$ cat src/hw/rtl/tcvd_pkg.sv
// Shared types, constants and helpers of the trigger/CV command dispatcher.
// No dependencies.
`default_nettype none

package tcvd_pkg;

    // Sizes
    localparam int PORTS     = 8;
    localparam int FRAME_LEN = 32;
    localparam int MAX_OUT   = 8;
    localparam int NOUT      = (PORTS < MAX_OUT) ? PORTS : MAX_OUT;
    localparam int PORT_W    = $clog2(PORTS);
    localparam int OFS_W     = 5;
    localparam int LEN_W     = 29;
    localparam int STEP_W    = 31;
    localparam int TGT_W     = 18;
    localparam int CUR_W     = 34;
    localparam int DIFF_W    = 35;
    localparam int LIM_W     = 32;
    localparam int DEN_W     = 29;
    localparam int DIV_W     = 36;
    localparam int DIVC_W    = 6;
    localparam int MS_W      = 32;
    localparam int MSC_W     = 22;
    localparam int SPM_W     = 7;
    localparam int CFG_W     = 16;
    localparam int CFGI_W    = 1;

    localparam logic [LEN_W-1:0]  FRAME_LEN_L = LEN_W'(FRAME_LEN);
    localparam logic [DEN_W-1:0]  FRAME_LEN_D = DEN_W'(FRAME_LEN);
    localparam logic [STEP_W-1:0] FULL_STEP   = STEP_W'(64'd1 << 30);
    localparam logic [DIV_W-1:0]  DIVIDEND    = DIV_W'(64'(FRAME_LEN) << 30);
    localparam logic signed [MS_W-1:0] MAX_TIME_MS = 32'sd3600000;
    localparam logic [DIVC_W-1:0] DIV_LAST    = DIVC_W'(DIV_W - 1);
    localparam logic [SPM_W-1:0]  SPM_RESET   = 7'd48;

    // Configuration register indexes
    localparam logic [CFGI_W-1:0] CFG_SPM      = 1'b0;
    localparam logic [CFGI_W-1:0] CFG_DEF_SLEW = 1'b1;

    // Bus commands
    localparam logic [7:0] CMD_TR_SET     = 8'h00;
    localparam logic [7:0] CMD_TR_TOG     = 8'h01;
    localparam logic [7:0] CMD_PLEN_MS    = 8'h02;
    localparam logic [7:0] CMD_PLEN_S     = 8'h03;
    localparam logic [7:0] CMD_PLEN_MIN   = 8'h04;
    localparam logic [7:0] CMD_TR_PULSE   = 8'h05;
    localparam logic [7:0] CMD_TR_POL     = 8'h06;
    localparam logic [7:0] CMD_CV_SET     = 8'h10;
    localparam logic [7:0] CMD_CV_JUMP    = 8'h11;
    localparam logic [7:0] CMD_SLEW_MS    = 8'h12;
    localparam logic [7:0] CMD_SLEW_S     = 8'h13;
    localparam logic [7:0] CMD_SLEW_MIN   = 8'h14;
    localparam logic [7:0] CMD_CV_OFFSET  = 8'h15;

    typedef enum logic [1:0] {
        FN_MSG  = 2'd0,
        FN_TICK = 2'd1,
        FN_SOFT = 2'd2,
        FN_HARD = 2'd3
    } t_func;

    typedef enum logic [1:0] {
        K_SIMPLE,
        K_PULSE_LEN,
        K_SLEW
    } t_kind;

    typedef enum logic [3:0] {
        S_IDLE,
        S_DISPATCH,
        S_PULSE0,
        S_APPLY,
        S_MUL_MS,
        S_MUL_SPM,
        S_DIV_INIT,
        S_DIV_STEP,
        S_WR_TIME,
        S_EMIT,
        S_UPD_A,
        S_UPD_B
    } t_state;

    typedef enum logic [3:0] {
        OP_NOP,
        OP_CAPTURE,
        OP_SOFT,
        OP_LOAD_DEF,
        OP_PULSE0,
        OP_APPLY,
        OP_MUL_MS,
        OP_MUL_SPM,
        OP_DIV_INIT,
        OP_DIV_STEP,
        OP_WR_PULSE,
        OP_WR_SLEW,
        OP_HARD,
        OP_EMIT,
        OP_UPD_A,
        OP_UPD_B
    } t_dp_op;

    // Controller to datapath
    typedef struct packed {
        t_dp_op            op;
        logic [PORT_W-1:0] port;
        logic              last;
    } t_dp_ctl;

    // Datapath to controller
    typedef struct packed {
        t_func func;
        logic  empty;
        t_kind kind;
        logic  out_free;
    } t_dp_stat;

    // Saturate an 18-bit CV value into the 17-bit output range
    function automatic logic signed [16:0] sat17(input logic signed [17:0] v);
        logic signed [16:0] r;
        if (v > 18'sd65535) begin
            r = 17'sd65535;
        end else if (v < -18'sd65536) begin
            r = -17'sd65536;
        end else begin
            r = v[16:0];
        end
        return r;
    endfunction

endpackage

`default_nettype wire

$ cat src/hw/rtl/trigger_cv_command_dispatcher.sv
// Trigger/CV command dispatcher. One request is worked at a time; the input
// is stalled until it is done. A pulse length command adds the time
// multiplies, and a slew time command also runs the 36-step restoring
// divider that forms the slew step; a hard reset runs the divider for the
// same reason, a soft reset does not. A frame tick loads the result register
// for each port, waiting while the output is stalled, then runs the trigger
// and CV slew update of that port. Results leave through a single output
// register.
// Depends on tcvd_pkg, tcvd_ctrl and tcvd_datapath.
`default_nettype none

module trigger_cv_command_dispatcher import tcvd_pkg::*; (
    input  wire logic                i_clk,
    input  wire logic                i_rst_n,
    input  wire logic                i_cfg_we,
    input  wire logic [CFGI_W-1:0]   i_cfg_index,
    input  wire logic [CFG_W-1:0]    i_cfg_data,
    input  wire logic                i_in_valid,
    output logic                     o_in_stall,
    input  wire logic [1:0]          i_func,
    input  wire logic [7:0]          i_msg_length,
    input  wire logic [7:0]          i_command,
    input  wire logic [7:0]          i_port_byte,
    input  wire logic signed [15:0]  i_value,
    input  wire logic signed [15:0]  i_delay_samples,
    output logic                     o_out_valid,
    input  wire logic                i_out_stall,
    output logic [2:0]               o_port_index,
    output logic                     o_level_before,
    output logic                     o_level_after,
    output logic [4:0]               o_tr_offset,
    output logic signed [16:0]       o_cv_now,
    output logic signed [16:0]       o_cv_goal,
    output logic [4:0]               o_cv_offset_at,
    output logic                     o_slew_on,
    output logic                     o_last
);

    t_dp_ctl  ctl;
    t_dp_stat stat;

    tcvd_ctrl u_ctrl (
        .i_clk      (i_clk),
        .i_rst_n    (i_rst_n),
        .i_in_valid (i_in_valid),
        .o_in_stall (o_in_stall),
        .i_stat     (stat),
        .o_ctl      (ctl)
    );

    tcvd_datapath u_dp (
        .i_clk           (i_clk),
        .i_rst_n         (i_rst_n),
        .i_ctl           (ctl),
        .o_stat          (stat),
        .i_cfg_we        (i_cfg_we),
        .i_cfg_index     (i_cfg_index),
        .i_cfg_data      (i_cfg_data),
        .i_func          (i_func),
        .i_msg_length    (i_msg_length),
        .i_command       (i_command),
        .i_port_byte     (i_port_byte),
        .i_value         (i_value),
        .i_delay_samples (i_delay_samples),
        .i_out_stall     (i_out_stall),
        .o_out_valid     (o_out_valid),
        .o_port_index    (o_port_index),
        .o_level_before  (o_level_before),
        .o_level_after   (o_level_after),
        .o_tr_offset     (o_tr_offset),
        .o_cv_now        (o_cv_now),
        .o_cv_goal       (o_cv_goal),
        .o_cv_offset_at  (o_cv_offset_at),
        .o_slew_on       (o_slew_on),
        .o_last          (o_last)
    );

endmodule

`default_nettype wire

$ cat src/hw/rtl/tcvd_ctrl.sv
// Sequencer of the dispatcher: walks message, reset and frame tick requests.
// Depends on tcvd_pkg.
`default_nettype none

module tcvd_ctrl import tcvd_pkg::*; (
    input  wire logic     i_clk,
    input  wire logic     i_rst_n,
    input  wire logic     i_in_valid,
    output logic          o_in_stall,
    input  wire t_dp_stat i_stat,
    output t_dp_ctl       o_ctl
);

    t_state              r_state, n_state;
    logic [PORT_W-1:0]   r_port, n_port;
    logic                r_hard, n_hard;
    logic [DIVC_W-1:0]   r_div_cnt, n_div_cnt;
    logic                emit_port;

    assign emit_port = ({1'b0, r_port} < (PORT_W+1)'(NOUT));

    // State and counters
    always_ff @(posedge i_clk) begin
        if (!i_rst_n) begin
            r_state   <= S_IDLE;
            r_port    <= '0;
            r_hard    <= 1'b0;
            r_div_cnt <= '0;
        end else begin
            r_state   <= n_state;
            r_port    <= n_port;
            r_hard    <= n_hard;
            r_div_cnt <= n_div_cnt;
        end
    end

    // Next state
    always_comb begin
        n_state   = r_state;
        n_port    = r_port;
        n_hard    = r_hard;
        n_div_cnt = r_div_cnt;
        unique case (r_state)
            S_IDLE: begin
                if (i_in_valid) n_state = S_DISPATCH;
            end
            S_DISPATCH: begin
                unique case (i_stat.func)
                    FN_SOFT: n_state = S_IDLE;
                    FN_HARD: begin
                        n_hard  = 1'b1;
                        n_state = S_MUL_SPM;
                    end
                    FN_TICK: begin
                        n_port  = '0;
                        n_state = S_EMIT;
                    end
                    default: begin
                        n_hard  = 1'b0;
                        n_state = i_stat.empty ? S_IDLE : S_PULSE0;
                    end
                endcase
            end
            S_PULSE0: n_state = (i_stat.kind == K_SIMPLE) ? S_APPLY : S_MUL_MS;
            S_APPLY:  n_state = S_IDLE;
            S_MUL_MS: n_state = S_MUL_SPM;
            S_MUL_SPM: begin
                n_state = (!r_hard && i_stat.kind == K_PULSE_LEN) ? S_WR_TIME : S_DIV_INIT;
            end
            S_DIV_INIT: begin
                n_div_cnt = '0;
                n_state   = S_DIV_STEP;
            end
            S_DIV_STEP: begin
                n_div_cnt = r_div_cnt + 1'b1;
                if (r_div_cnt == DIV_LAST) n_state = S_WR_TIME;
            end
            S_WR_TIME: n_state = S_IDLE;
            S_EMIT: begin
                if (!emit_port || i_stat.out_free) n_state = S_UPD_A;
            end
            S_UPD_A: n_state = S_UPD_B;
            S_UPD_B: begin
                if (r_port == PORT_W'(PORTS - 1)) begin
                    n_port  = '0;
                    n_state = S_IDLE;
                end else begin
                    n_port  = r_port + 1'b1;
                    n_state = S_EMIT;
                end
            end
            default: n_state = S_IDLE;
        endcase
    end

    // Outputs
    always_comb begin
        o_ctl.op   = OP_NOP;
        o_ctl.port = r_port;
        o_ctl.last = (r_port == PORT_W'(NOUT - 1));
        o_in_stall = 1'b1;
        unique case (r_state)
            S_IDLE: begin
                o_in_stall = 1'b0;
                if (i_in_valid) o_ctl.op = OP_CAPTURE;
            end
            S_DISPATCH: begin
                unique case (i_stat.func)
                    FN_SOFT: o_ctl.op = OP_SOFT;
                    FN_HARD: o_ctl.op = OP_LOAD_DEF;
                    default: o_ctl.op = OP_NOP;
                endcase
            end
            S_PULSE0:   o_ctl.op = OP_PULSE0;
            S_APPLY:    o_ctl.op = OP_APPLY;
            S_MUL_MS:   o_ctl.op = OP_MUL_MS;
            S_MUL_SPM:  o_ctl.op = OP_MUL_SPM;
            S_DIV_INIT: o_ctl.op = OP_DIV_INIT;
            S_DIV_STEP: o_ctl.op = OP_DIV_STEP;
            S_WR_TIME: begin
                if (r_hard) begin
                    o_ctl.op = OP_HARD;
                end else if (i_stat.kind == K_PULSE_LEN) begin
                    o_ctl.op = OP_WR_PULSE;
                end else begin
                    o_ctl.op = OP_WR_SLEW;
                end
            end
            S_EMIT: begin
                if (emit_port && i_stat.out_free) o_ctl.op = OP_EMIT;
            end
            S_UPD_A: o_ctl.op = OP_UPD_A;
            S_UPD_B: o_ctl.op = OP_UPD_B;
            default: o_ctl.op = OP_NOP;
        endcase
    end

endmodule

`default_nettype wire

$ cat src/hw/rtl/tcvd_datapath.sv
// Datapath of the dispatcher: per-port state, time multipliers, slew divider,
// frame update arithmetic and the result register. Depends on tcvd_pkg.
`default_nettype none

module tcvd_datapath import tcvd_pkg::*; (
    input  wire logic                     i_clk,
    input  wire logic                     i_rst_n,
    input  wire t_dp_ctl                  i_ctl,
    output t_dp_stat                      o_stat,
    input  wire logic                     i_cfg_we,
    input  wire logic [CFGI_W-1:0]        i_cfg_index,
    input  wire logic [CFG_W-1:0]         i_cfg_data,
    input  wire logic [1:0]               i_func,
    input  wire logic [7:0]               i_msg_length,
    input  wire logic [7:0]               i_command,
    input  wire logic [7:0]               i_port_byte,
    input  wire logic signed [15:0]       i_value,
    input  wire logic signed [15:0]       i_delay_samples,
    input  wire logic                     i_out_stall,
    output logic                          o_out_valid,
    output logic [2:0]                    o_port_index,
    output logic                          o_level_before,
    output logic                          o_level_after,
    output logic [4:0]                    o_tr_offset,
    output logic signed [16:0]            o_cv_now,
    output logic signed [16:0]            o_cv_goal,
    output logic [4:0]                    o_cv_offset_at,
    output logic                          o_slew_on,
    output logic                          o_last
);

    localparam logic signed [15:0] DL_MAX = 16'(FRAME_LEN - 1);

    // Configuration
    logic [SPM_W-1:0]        r_spm;
    logic signed [15:0]      r_def_slew;

    // Captured request
    logic [1:0]              r_func;
    logic [7:0]              r_len;
    logic [7:0]              r_cmd;
    logic [7:0]              r_pb;
    logic signed [15:0]      r_val;
    logic signed [15:0]      r_dl;

    // Per-port state
    logic                    r_prev   [PORTS];
    logic                    r_next   [PORTS];
    logic [OFS_W-1:0]        r_switch [PORTS];
    logic                    r_busy   [PORTS];
    logic [LEN_W-1:0]        r_left   [PORTS];
    logic [LEN_W-1:0]        r_plen   [PORTS];
    logic                    r_pol    [PORTS];
    logic signed [15:0]      r_off    [PORTS];
    logic signed [TGT_W-1:0] r_tgt    [PORTS];
    logic signed [CUR_W-1:0] r_cur    [PORTS];
    logic [OFS_W-1:0]        r_jump   [PORTS];
    logic [STEP_W-1:0]       r_step   [PORTS];
    logic                    r_flag   [PORTS];

    // Arithmetic registers
    logic signed [MS_W-1:0]   r_ms;
    logic [DEN_W-1:0]         r_den;
    logic [DIV_W-1:0]         r_quo;
    logic [DEN_W-1:0]         r_rem;
    logic [LIM_W-1:0]         r_lim;
    logic signed [DIFF_W-1:0] r_diff;

    logic                     r_out_valid;

    // Decoded request fields
    logic signed [15:0]      val_eff;
    logic [OFS_W-1:0]        d;
    logic [8:0]              psum;
    logic [PORT_W-1:0]       mp;
    logic [PORT_W-1:0]       ap;
    logic                    val_nz;
    t_kind                   kind;
    logic [15:0]             mult_k;

    assign val_eff = (r_len > 8'd3) ? r_val : 16'sd0;
    assign val_nz  = (val_eff != 16'sd0);
    assign psum    = {1'b0, r_pb} + 9'd1;

    always_comb begin
        if (r_dl < 16'sd0) begin
            d = '0;
        end else if (r_dl > DL_MAX) begin
            d = OFS_W'(FRAME_LEN - 1);
        end else begin
            d = r_dl[OFS_W-1:0];
        end
        if (r_len > 8'd1) begin
            mp = (psum > 9'(PORTS - 1)) ? PORT_W'(PORTS - 1) : psum[PORT_W-1:0];
        end else begin
            mp = '0;
        end
    end

    // Tick ops address the controller's port, message ops the decoded one
    assign ap = (i_ctl.op == OP_EMIT || i_ctl.op == OP_UPD_A || i_ctl.op == OP_UPD_B)
                ? i_ctl.port : mp;

    // Command class and time unit
    always_comb begin
        unique case (r_cmd) inside
            CMD_PLEN_MS, CMD_PLEN_S, CMD_PLEN_MIN: kind = K_PULSE_LEN;
            CMD_SLEW_MS, CMD_SLEW_S, CMD_SLEW_MIN: kind = K_SLEW;
            default:                               kind = K_SIMPLE;
        endcase
        unique case (r_cmd) inside
            CMD_PLEN_S, CMD_SLEW_S:     mult_k = 16'd1000;
            CMD_PLEN_MIN, CMD_SLEW_MIN: mult_k = 16'd60000;
            default:                    mult_k = 16'd1;
        endcase
    end

    assign o_stat.func     = t_func'(r_func);
    assign o_stat.empty    = (r_len == 8'd0);
    assign o_stat.kind     = kind;
    assign o_stat.out_free = !r_out_valid || !i_out_stall;

    // Message arithmetic
    logic signed [TGT_W-1:0] a_tgt_set;
    logic signed [TGT_W-1:0] a_tgt_ofs;
    logic [LEN_W-1:0]        a_pleft;
    logic [LEN_W-1:0]        p0_left;
    logic [MSC_W-1:0]        m_clamp;
    logic [DEN_W-1:0]        u_den;
    logic [LEN_W-1:0]        n_plen;
    logic [STEP_W-1:0]       n_step;
    logic                    n_flag;
    logic [DEN_W:0]          div_trial;
    logic                    div_bit;

    assign a_tgt_set = TGT_W'(val_eff) + TGT_W'(r_off[ap]);
    assign a_tgt_ofs = r_tgt[ap] - TGT_W'(r_off[ap]) + TGT_W'(val_eff);
    assign a_pleft   = r_plen[ap] - FRAME_LEN_L + LEN_W'(d);
    assign p0_left   = r_plen[0] - FRAME_LEN_L + LEN_W'(d);

    always_comb begin
        if (r_ms <= 32'sd0) begin
            m_clamp = '0;
        end else if (r_ms > MAX_TIME_MS) begin
            m_clamp = MAX_TIME_MS[MSC_W-1:0];
        end else begin
            m_clamp = r_ms[MSC_W-1:0];
        end
    end
    assign u_den  = m_clamp * r_spm;
    assign n_plen = (r_den < FRAME_LEN_D) ? FRAME_LEN_L : r_den;
    assign n_step = (r_den <= FRAME_LEN_D) ? FULL_STEP : r_quo[STEP_W-1:0];
    assign n_flag = (r_ms > 32'sd0);

    // One quotient bit per step
    assign div_trial = {r_rem, r_quo[DIV_W-1]};
    assign div_bit   = (div_trial >= {1'b0, r_den});

    // Frame update arithmetic
    logic [5:0]               jr;
    logic [36:0]              u_prod;
    logic signed [DIFF_W-1:0] u_diff;
    logic signed [DIFF_W-1:0] lim_s;
    logic signed [DIFF_W-1:0] clamp_d;

    assign jr     = 6'(FRAME_LEN) - {1'b0, r_jump[ap]};
    assign u_prod = r_step[ap] * jr;
    assign u_diff = DIFF_W'($signed({r_tgt[ap], 16'h0000})) - DIFF_W'(r_cur[ap]);
    assign lim_s  = $signed({3'b000, r_lim});

    always_comb begin
        if (r_diff > lim_s) begin
            clamp_d = lim_s;
        end else if (r_diff < -lim_s) begin
            clamp_d = -lim_s;
        end else begin
            clamp_d = r_diff;
        end
    end

    // Configuration registers
    always_ff @(posedge i_clk) begin
        if (!i_rst_n) begin
            r_spm      <= SPM_RESET;
            r_def_slew <= 16'sd0;
        end else if (i_cfg_we) begin
            unique case (i_cfg_index)
                CFG_SPM:      r_spm      <= i_cfg_data[SPM_W-1:0];
                CFG_DEF_SLEW: r_def_slew <= i_cfg_data;
                default:      r_spm      <= r_spm;
            endcase
        end
    end

    // Request capture and arithmetic registers
    always_ff @(posedge i_clk) begin
        case (i_ctl.op)
            OP_CAPTURE: begin
                r_func <= i_func;
                r_len  <= i_msg_length;
                r_cmd  <= i_command;
                r_pb   <= i_port_byte;
                r_val  <= i_value;
                r_dl   <= i_delay_samples;
            end
            OP_LOAD_DEF: r_ms  <= MS_W'(r_def_slew);
            OP_MUL_MS:   r_ms  <= MS_W'(val_eff) * MS_W'($signed({1'b0, mult_k}));
            OP_MUL_SPM:  r_den <= u_den;
            OP_DIV_INIT: begin
                r_quo <= DIVIDEND;
                r_rem <= '0;
            end
            OP_DIV_STEP: begin
                r_rem <= div_bit ? DEN_W'(div_trial - {1'b0, r_den}) : div_trial[DEN_W-1:0];
                r_quo <= {r_quo[DIV_W-2:0], div_bit};
            end
            OP_UPD_A: begin
                r_lim  <= u_prod[36:5];
                r_diff <= u_diff;
            end
            default: r_lim <= r_lim;
        endcase
    end

    // Per-port state
    always_ff @(posedge i_clk) begin
        if (!i_rst_n) begin
            for (int i = 0; i < PORTS; i++) begin
                r_prev[i]   <= 1'b0;
                r_next[i]   <= 1'b0;
                r_switch[i] <= '0;
                r_busy[i]   <= 1'b0;
                r_left[i]   <= '0;
                r_plen[i]   <= FRAME_LEN_L;
                r_pol[i]    <= 1'b1;
                r_off[i]    <= 16'sd0;
                r_tgt[i]    <= '0;
                r_cur[i]    <= '0;
                r_jump[i]   <= '0;
                r_step[i]   <= FULL_STEP;
                r_flag[i]   <= 1'b0;
            end
        end else begin
            case (i_ctl.op)
                OP_SOFT: begin
                    for (int i = 0; i < PORTS; i++) begin
                        r_prev[i]   <= ~r_pol[i];
                        r_next[i]   <= ~r_pol[i];
                        r_switch[i] <= '0;
                        r_busy[i]   <= 1'b0;
                        r_left[i]   <= '0;
                        r_tgt[i]    <= '0;
                        r_cur[i]    <= '0;
                        r_jump[i]   <= '0;
                    end
                end
                OP_HARD: begin
                    for (int i = 0; i < PORTS; i++) begin
                        r_prev[i]   <= 1'b0;
                        r_next[i]   <= 1'b0;
                        r_switch[i] <= '0;
                        r_busy[i]   <= 1'b0;
                        r_left[i]   <= '0;
                        r_plen[i]   <= FRAME_LEN_L;
                        r_pol[i]    <= 1'b1;
                        r_off[i]    <= 16'sd0;
                        r_tgt[i]    <= '0;
                        r_cur[i]    <= '0;
                        r_jump[i]   <= '0;
                        r_step[i]   <= n_step;
                        r_flag[i]   <= n_flag;
                    end
                end
                // Diagnostic pulse on port 0
                OP_PULSE0: begin
                    r_busy[0]   <= 1'b1;
                    r_left[0]   <= p0_left;
                    r_prev[0]   <= r_next[0];
                    r_next[0]   <= r_pol[0];
                    r_switch[0] <= d;
                end
                OP_APPLY: begin
                    case (r_cmd)
                        CMD_TR_SET: begin
                            r_prev[ap]   <= r_next[ap];
                            r_next[ap]   <= val_nz ? r_pol[ap] : ~r_pol[ap];
                            r_switch[ap] <= d;
                            r_busy[ap]   <= 1'b0;
                            r_left[ap]   <= '0;
                        end
                        CMD_TR_TOG: begin
                            r_prev[ap]   <= r_next[ap];
                            r_next[ap]   <= ~r_next[ap];
                            r_switch[ap] <= d;
                            r_busy[ap]   <= 1'b0;
                            r_left[ap]   <= '0;
                        end
                        CMD_TR_PULSE: begin
                            r_busy[ap]   <= 1'b1;
                            r_left[ap]   <= a_pleft;
                            r_prev[ap]   <= r_next[ap];
                            r_next[ap]   <= r_pol[ap];
                            r_switch[ap] <= d;
                        end
                        // A polarity change inverts the present level
                        CMD_TR_POL: begin
                            if (val_nz != r_pol[ap]) begin
                                r_pol[ap]    <= val_nz;
                                r_prev[ap]   <= r_next[ap];
                                r_next[ap]   <= ~r_next[ap];
                                r_switch[ap] <= d;
                                r_busy[ap]   <= 1'b0;
                                r_left[ap]   <= '0;
                            end
                        end
                        CMD_CV_SET: begin
                            r_tgt[ap]  <= a_tgt_set;
                            r_jump[ap] <= d;
                        end
                        CMD_CV_JUMP: begin
                            r_tgt[ap]  <= a_tgt_set;
                            r_jump[ap] <= d;
                            r_cur[ap]  <= $signed({a_tgt_set, 16'h0000});
                        end
                        CMD_CV_OFFSET: begin
                            r_tgt[ap]  <= a_tgt_ofs;
                            r_off[ap]  <= val_eff;
                            r_jump[ap] <= d;
                        end
                        default: r_jump[ap] <= r_jump[ap];
                    endcase
                end
                OP_WR_PULSE: begin
                    r_plen[ap] <= n_plen;
                    if (r_left[ap] > n_plen) r_left[ap] <= n_plen;
                end
                OP_WR_SLEW: begin
                    r_step[ap] <= n_step;
                    r_flag[ap] <= n_flag;
                end
                // Trigger side of the frame update
                OP_UPD_A: begin
                    r_prev[ap] <= r_next[ap];
                    if (r_busy[ap] && r_left[ap] < FRAME_LEN_L) begin
                        r_next[ap]   <= ~r_pol[ap];
                        r_switch[ap] <= r_left[ap][OFS_W-1:0];
                        r_busy[ap]   <= 1'b0;
                        r_left[ap]   <= '0;
                    end else begin
                        if (r_busy[ap]) r_left[ap] <= r_left[ap] - FRAME_LEN_L;
                        r_switch[ap] <= '0;
                    end
                end
                // CV slew by at most the limit
                OP_UPD_B: begin
                    r_cur[ap]  <= r_cur[ap] + CUR_W'(clamp_d);
                    r_jump[ap] <= '0;
                end
                default: r_busy[0] <= r_busy[0];
            endcase
        end
    end

    // Result register
    always_ff @(posedge i_clk) begin
        if (!i_rst_n) begin
            r_out_valid <= 1'b0;
        end else if (i_ctl.op == OP_EMIT) begin
            r_out_valid <= 1'b1;
        end else if (!i_out_stall) begin
            r_out_valid <= 1'b0;
        end
    end

    always_ff @(posedge i_clk) begin
        if (i_ctl.op == OP_EMIT) begin
            o_port_index   <= 3'(ap);
            o_level_before <= r_prev[ap];
            o_level_after  <= r_next[ap];
            o_tr_offset    <= r_switch[ap];
            o_cv_now       <= sat17($signed(r_cur[ap][CUR_W-1:16]));
            o_cv_goal      <= sat17(r_tgt[ap]);
            o_cv_offset_at <= r_jump[ap];
            o_slew_on      <= r_flag[ap];
            o_last         <= i_ctl.last;
        end
    end

    assign o_out_valid = r_out_valid;

endmodule

`default_nettype wire

$ cat config.mk
export PLATFORM = sky130hd
export DESIGN_NAME = trigger_cv_command_dispatcher
export DESIGN_NICKNAME = d
export VERILOG_FILES = /design/src/hw/rtl/tcvd_pkg.sv /design/src/hw/rtl/trigger_cv_command_dispatcher.sv /design/src/hw/rtl/tcvd_ctrl.sv /design/src/hw/rtl/tcvd_datapath.sv
export SDC_FILE = /design/constraint.sdc
export NUM_CORES = 2
export LEC_CHECK = 0
export BUFFER_PORTS_ARGS = -buffer_cell sky130_fd_sc_hd__clkbuf_2
export CORE_ASPECT_RATIO = 0.6
export CORE_MARGIN = 2
export CORE_UTILIZATION = 50
export DETAILED_ROUTE_END_ITERATION = 10
export HOLD_SLACK_MARGIN = 0.08
export PLACE_DENSITY = 0.75
export SLEW_MARGIN = 20
export SYNTH_ARGS = -nofsm -noshare
export SYNTH_HDL_FRONTEND = slang
export SYNTH_SLANG_ARGS = --single-unit
$ cat constraint.sdc
create_clock -name i_clk -period 35.8 [get_ports i_clk]
set_input_delay 8.95 -clock i_clk [delete_from_list [all_inputs] [get_ports i_clk]]
set_output_delay 8.95 -clock i_clk [all_outputs]
set_load 0.02 [all_outputs]
==> impl_metrics.py <==
metrics = {
    "sta": {
        "setup_viol": 0,
        "fin_setup_tns_ns": 0,
        "worst_slack_ns": 15.58,
        "drv_slew": 0,
        "max_freq_mhz": 49.5,
        "relSlewSlack_pct": 17.9,
        "finalCritPeriodShare_pct": 56.5,
        "tightest_slew_ns": 1.23,
        "min_period_ns": 20.22,
        "hold_viol_final": 0,
        "rsz0062_at_grt": "no",
        "whs_ns": 0.459,
        "skew_ns": 0.0723,
    },
    "floorplan": {
        "io_pins": 133,
        "dieWidth_um": 577,
        "core_um2": 196000,
        "die_h_um": 348,
        "start_util_pct": 50.2,
        "rows": 126,
        "dieArea_um2": 201000,
    },
    "finish": {
        "fillers": 16600,
        "final_core_util_pct": 55.0,
        "finalInstanceArea_um2": 108000,
        "stdcell_count": 12100,
        "final_common_cell": "nor2_1",
        "syn_to_final_growth_pct": 9.67,
        "drive_gt1_share_pct": 8.26,
        "layout_common_cells": "nor2_1 (1769), edfxtp_1 (1650), nand2_1 (895)",
        "multi_input_area_um2": 43700,
        "nets": 10200,
        "seq_area_um2": 50900,
    },
    "clocking": {
        "cts_root_buf": "clkbuf_16",
        "cts.path.max_buffers": 4,
        "worstSkewPairLatency_ns": 0.87,
        "post_cts_buffers": 0,
        "cts_tree": "yes",
        "cts_buffers": 169,
        "htreeDepth": 4,
        "holdBufCountCts": 0,
        "cts_resized": 0,
        "clkTransAtPathRegs_ns": 0.06,
        "clock-sinks": 1716,
    },
    "routing": {
        "vias_per_cell": 6.48,
        "wirelength_um": 343000,
        "drt_iter0_drc": 14000,
        "ant_nets": 0,
        "vias": 78300,
        "route.detailed.drc": 0,
        "routedWlPerCell_um": 28.3,
        "first_pass_iters": 9,
    },
    "synth": {
        "syn_nets": 10200,
        "synth_top_area_share_pct": 50.3,
        "yosys.area.top_type": "edfxtp_1",
        "synth_cell_type_count": 99,
        "synth_cells": 9339,
        "synth_edf_count": 1650,
        "netlist_top_cells_area": "edfxtp_1 (50%), fa_1 (7.3%), nor2_1 (6.8%)",
        "async_flop_share_pct": 0,
        "ys_seq_elements": 1716,
        "yosysWarnings": 0,
        "synth_ff_type": "edfxtp_1",
        "syn_area_per_cell_um2": 10.5,
        "synth_seq_area_share_pct": 51.6,
        "syn_area_um2": 98500,
    },
    "placed_design": {
        "place_inst": 11800,
        "hpwl_um": 235000,
        "pre_cts_slack_ns": 15.22,
        "port_buffers": 132,
        "placed_area_um2": 103000,
        "place_congestion": 1.01,
    },
    "grt": {
        "grt_pass1_vias": 75400,
        "antenna_found_initial": 4,
        "grt_pass1_wl_um": 498000,
        "grt_max_degree": 92,
        "grt_usage_pct": 33.6,
        "overflow": 0,
    },
    "setup_path": {
        "cp_max_fo": 57,
        "worst_r2r_path_depth": 37,
        "critPathMaxStageDelay_ns": 0.76,
        "critPathLaunchType": "primary input",
        "cp_top_family": "compound AO/OA/AOI/OAI gates",
        "worstReg2RegEnd": "u_dp.r_lim[31]",
        "cp_data_arrival_time_ns": 20.82,
        "cp.required_ns": 36.40,
        "end_kind": "flop",
        "worst-path-buf-inv": 6,
        "critPathSlowestCell": "buf_4",
        "ff2ff_setup_slack_ns": 22.91,
        "worst-setup-path-type": "primary input to flop",
        "path_common_cell": "a21oi_1",
        "r2r-start": "u_ctrl.r_state[3]",
    },
    "outcome": {
        "status": "completed",
    },
    "hold_path": {
        "min_path_cells": 2,
        "hold_path.class": "flop to flop",
        "min_from": "u_dp.r_flag[1]",
        "min_to": "u_dp.r_flag[1]",
    },
    "pwr": {
        "p_leak_nw": 42.9,
        "peakVddDrop_mv": 0.206,
        "p_per_area_nw_per_um2": 99.5,
        "design_power_total_mw": 10.8,
    },
    "job": {
        "maxCapViolCount": 0,
    },
}
worst max path at each step:
stage,from,endpoint,slack [ns],cells after the start
detailed placement,i_out_stall,u_dp.r_lim[31],15.22,38
global placement,i_out_stall,u_dp.r_lim[31],15.21,38
global route,i_out_stall,u_dp.r_lim[31],15.22,38
floorplan,i_out_stall,u_dp.r_lim[31],17.18,43
finish,i_out_stall,u_dp.r_lim[31],15.58,38
CTS,i_out_stall,u_dp.r_lim[31],16.06,38
power breakdown:
group	internal, mW	leakage [nW]	total [mW]	switching [mW]
sequential	2.73	17.3	2.88	0.144
combinational	2.09	23.0	6.08	3.99
clock	0.973	2.57	1.79	0.822
worst reg2reg max path, delay by kind of cell, from the launching register on:
kind	cells	cell delay (ns)
AOI/OAI and AO/OA	17	4.68
and+or+nand+nor	10	3.23
adders and majority gates	4	1.96
xor gates and xnor gates	1	0.09
buffers and inverters	5	1.93
DFF	1	0.78
area by class of cell:
cell class / count / share of cell area, %
tap: 2624 / 3.04
sequential: 1716 / 47.1
inverter: 668 / 2.33
timing repair buffer: 353 / 2.21
clock buffer: 200 / 4.10
clock inverter: 88 / 0.774
multi-input combinational: 6434 / 40.4
antenna: 8 / 0.0185
synth_stat cells, drive strengths merged (36+ instances only):
cell type     n
a22o         40
nand2       921
buf         109
nor2       1781
a21oi       468
o21ai       311
xor2         77
mux2i       125
clkbuf      412
o21a         48
nand4        53
nor3        124
inv         643
a221oi       75
nand3       153
ha          468
a211oi       44
dfxtp        66
a31oi        46
and2         73
o22ai       109
a22oi       128
xnor2       189
fa          357
a222oi       89
a21o         82
nor4         48
or3          37
nand2b       74
edfxtp     1650
o221ai       36
nor2b        49
and3        107
state kept, by name (all words and copies together) (netlist names), 16 cells and up:
signal and count:
u_dp.r_switch 40, u_dp.r_tgt 144, u_dp.r_dl 16, u_dp.r_den 29
u_dp.r_def_slew 16, u_dp.r_jump 40, u_dp.o_cv_goal 17, u_dp.r_lim 32
u_dp.r_left 232, u_dp.r_step 248, u_dp.r_diff 35, u_dp.r_cur 272
u_dp.r_quo 36, u_dp.r_rem 29, u_dp.r_val 16, u_dp.r_plen 232
u_dp.r_off 128, u_dp.r_ms 32, u_dp.o_cv_now 17
per-layer routing:
layer	track usage, %	vias up	share of wire [%]
met4	10.3	4	3.6
met5	0.885	-	0.077
met1	49.4	38100	39
met3	13.2	827	18
met2	44.9	6437	39
li1	-	33000	-
cell families after synthesis:
group,count (synthesis),share of synthesized area [%]
AOI/OAI and AO/OA,1700,11.5
xor gates and xnor gates,267,2.39
adders and majority gates,825,13.2
buffers and inverters,1189,4.58
DFF,1716,51.6
muxes,144,1.51
other,1,0.00381
and+or+nand+nor,3497,15.2
(Power assumes the default switching activity.)
